$ cat config.mk
export PLATFORM = sky130hd
export DESIGN_NAME = qwd_ctrl
export DESIGN_NICKNAME = d
export VERILOG_FILES = /design/src/rtl/qwd_pkg.sv /design/src/rtl/qwd_ctrl.sv
export SDC_FILE = /design/constraint.sdc
export NUM_CORES = 1
export LEC_CHECK = 0
export BUFFER_PORTS_ARGS = -buffer_cell sky130_fd_sc_hd__buf_2
export CAP_MARGIN = 20
export CORE_AREA = 2 2 39 41
export DETAILED_ROUTE_END_ITERATION = 16
export DIE_AREA = 0 0 41 43
export GPL_ROUTABILITY_DRIVEN = 0
export HOLD_SLACK_MARGIN = 0.15
export PLACE_DENSITY_LB_ADDON = 0.08
export SLEW_MARGIN = 10
export SYNTH_ARGS = -nofsm -noshare
export SYNTH_HDL_FRONTEND = slang
export SYNTH_SLANG_ARGS = --single-unit
$ cat constraint.sdc
create_clock -name clk -period 1.8 [get_ports clk]
set_input_delay 0.36 -clock clk [delete_from_list [all_inputs] [get_ports clk]]
set_output_delay 0.36 -clock clk [all_outputs]
set_load 0.01 [all_outputs]
$ cat src/rtl/qwd_pkg.sv
// shared constants, types and command/status structs for the query word dedup block
// no dependencies

package qwd_pkg;

	localparam int SLOT_BITS = 16;
	localparam int SLOT_COUNT = 1 << SLOT_BITS;
	localparam int MAX_WORDS = 4096;
	localparam int LIST_AW = $clog2(MAX_WORDS);
	localparam int CNT_W = $clog2(MAX_WORDS + 1);
	localparam int OUT_W = 32;

	typedef logic [SLOT_BITS-1:0] slot_t;
	typedef logic [CNT_W-1:0] cnt_t;

	typedef struct packed {
		logic init_step;
		logic load;
		logic commit;
		logic walk;
	} dp_cmd_t;

	typedef struct packed {
		logic init_last;
		logic out_free;
		logic walk_done;
		logic item_last;
	} dp_status_t;

endpackage

$ cat src/rtl/qwd_ctrl.sv
// controller state machine: power-up clear, lookup/commit, clearing walk
// depends on qwd_pkg

module qwd_ctrl (
	input  logic               clk,
	input  logic               arst_n,
	input  logic               s_tvalid,
	output logic               s_tready,
	input  qwd_pkg::dp_status_t status,
	output qwd_pkg::dp_cmd_t    cmd
);
	import qwd_pkg::*;

	localparam logic [1:0] ST_INIT = 2'd0;
	localparam logic [1:0] ST_IDLE = 2'd1;
	localparam logic [1:0] ST_LOOK = 2'd2;
	localparam logic [1:0] ST_WALK = 2'd3;

	logic [1:0] state_q;
	logic [1:0] state_d;

	always_comb begin
		cmd = '0;
		s_tready = 1'b0;
		state_d = state_q;
		case (state_q)
			ST_INIT: begin
				cmd.init_step = 1'b1;
				if (status.init_last) begin
					state_d = ST_IDLE;
				end
			end
			ST_IDLE: begin
				s_tready = 1'b1;
				if (s_tvalid) begin
					cmd.load = 1'b1;
					state_d = ST_LOOK;
				end
			end
			ST_LOOK: begin
				// seen bit is ready; wait for room in the output register
				if (status.out_free) begin
					cmd.commit = 1'b1;
					state_d = status.item_last ? ST_WALK : ST_IDLE;
				end
			end
			ST_WALK: begin
				cmd.walk = 1'b1;
				if (status.walk_done) begin
					state_d = ST_IDLE;
				end
			end
			default: begin
				state_d = ST_INIT;
			end
		endcase
	end

	always_ff @(posedge clk or negedge arst_n) begin
		if (!arst_n) begin
			state_q <= ST_INIT;
		end else begin
			state_q <= state_d;
		end
	end

endmodule

==> metrics.csv <==
stage;metric;value;unit
outcome;outcome;complete, no violations;
setup_path;type of origin of the critical path;flop;
timing;Achievable Freq;613.9;MHz
routing;total wire length;435;um
clocking;CTS Root Cell;clkbuf_4;
setup_path;WP data required;1.44;ns
layout;fraction of layout cells with a size suffix above 1;51.43;%
layout;Top reg by flops;state_q;
layout;max reg flops;2;
die;Chip Height;43;um
synthesis;post-synth cell types;11;
timing;Final Hold Vio Count;0;
clocking;H-tree levels;1;
global_routing;grt total ovfl;0;
synthesis;sequential share of the synthesized area;22.35;%
die;Core ar.;1384;sq um
timing;setup TNS;0;ns
die;initial core utilization;16.18;%
timing;max_slew headroom;78.68;%
synthesis;synthesized net count;32;
timing;Worst-Margin Slew;0.3198;ns
routing;antenna viol nets, final;0;
pwr;PwrDens;1464;nW/um^2
timing;Final setup viols;0;
setup_path;CP Capture Type;output port;
routing;vias per cell;3.549;
global_routing;first-pass GRT wire length;662;um
layout;antenna cells;0;
routing;drt wl/cell;8.529;um
die;# IOs;12;
die;cell row count;14;
placement;Placement Setup Slack;0.2275;ns
routing;Vias;181;
layout;commonest non-fill, non-tap cell in the layout;buf_2;
clocking;Clock Latency Late Sink;0.22;ns
setup_path;r2r worst-path depth;5;
global_routing;vias in the first global route;178;
clocking;post-CTS setup buffers;0;
setup_path;crit-path max FO;4;
die;Die Span X;41;um
synthesis;Synth Area per Inst;11.20;sq um
synthesis;Post-Syn Area;224.0;sq um
layout;fin util;23.96;%
timing;min cycle time layout;1.629;ns
placement;Port Buffers;11;
clocking;Max clock buf depth;2;
routing;DRC viols;0;
layout;P&R area growth vs syn;48.04;%
clocking;clk sinks;2;
setup_path;Crit Path Class;flop to output port;
run;reported max-cap violation count;0;
pwr;VDD IR-drop max;613.2;uV
routing;router iterations before antenna repair;1;
synthesis;Syn Inst Count;20;
layout;Final Non-Filler Cells;51;
global_routing;Total GRT Usage;5.930;%
synthesis;Syn. warnings;0;
timing;setup repair after global routing missed its margin;no;
placement;Cells after DPL;47;
layout;most frequent cells in the layout;11 x buf_2, 5 x ha_1, 3 x inv_1, 3 x clkbuf_4;
timing;period utilization;90.50;%
setup_path;Worst R2R Start;state_q[0];
clocking;CTS tree;built;
timing;Pins Over Slew Limit;0;
clocking;post-CTS resize count;0;
layout;fin nets;49;
clocking;cts bufs inserted;3;
timing;final worst-path setup slack;0.1709;ns
setup_path;Worst Path Arrival;1.27;ns
die;Die Footprint;1763;sq um
worst_hold_path;Worst Hold Class;input port to async pin;
global_routing;antenna violations before repair;0;
pwr;Leak;0.0001836;uW
timing;Clock Skew;0.001032;ns
global_routing;largest net degree at the start of global routing;5;
layout;top flop regs;state_q: 2 flops;
clocking;clk slew on worst S/H paths;0.03;ns
synthesis;synthesized flop and latch total;2;
routing;drt initial violations;0;
setup_path;critical path startpoint;state_q[0];
-- routing by layer --
metal	wire, um	vias up	part of all wire (%)	track usage [%]
met3	41	0	9.4	0
li1	-	95	-	-
met5	0	-	0	0
met4	0	0	0	8.000
met2	222	7	51	8.438
met1	170	79	39	6.452
-- Yosys cell counts (all sizes together) --
cell type,count,area (sq um)
a21o,1,8.760
nor2b,3,26.27
nand2,1,3.750
inv,3,11.26
mux2i,2,20.02
dfrtp,2,50.05
ha,5,62.56
and2,2,13.77
a2111oi,1,27.53
-- worst max-delay path, stage by stage (launching register included) --
cell and delay, ns:
dfrtp_1 0.40, inv_1 0.10, ha_1 0.23, and2_2 0.19
buf_2 0.13
-- through the flow --
stage / cell area [sq um] / hold slack [ns] / power, uW
2_1_floorplan: 224.0 / 0.06441 / 312.9
3_3_place_gp: 299.0 / 0.1440 / 393.2
3_5_place_dp: 299.0 / 0.1469 / 394.0
4_1_cts: 331.6 / 0.4369 / 503.3
5_1_grt: 331.6 / 0.4454 / 542.1
6_report: 331.6 / 0.4502 / 485.5
-- path summary, 6_finish.rpt --
| path | to | slack, ns |
|---|---|---|
| max | cmd[1] | 0.17 |
| min | state_q[0] | 0.45 |
| max reg2reg | state_q[0] | 0.25 |
| min reg2reg | state_q[1] | 0.65 |
| max in group asynchronous | state_q[1] | 1.26 |
| min in group clk | state_q[1] | 0.55 |
-- power breakdown --
group	switching, uW	internal [uW]
logic	144	152
clock network	26.3	73.6
registers	21.7	67.6
-- area by class of cell --
class	count	area, sq um
Fill cell	153	1052
Multi-Input combinational cell	15	162.7
Timing Repair Buffer	12	65.06
Sequential cell	2	50.05
Clock buffer	3	22.52
Tap cell	16	20.02
Inverter	3	11.26
-- kinds of logic after synthesis --
family | count (synthesis) | share of synthesized area, %
muxes | 2 | 8.939
buffers and inverters | 3 | 5.028
AOI/OAI and AO/OA | 2 | 16.20
DFF | 2 | 22.35
adders and majority gates | 5 | 27.93
and+or+nand+nor | 6 | 19.55
-- repair_timing --
action,CTS,global route
hold buffers,1,0
hold endpoints to repair,2,0
endpoints found under the setup margin,0,0
(Power assumes the default switching activity.)
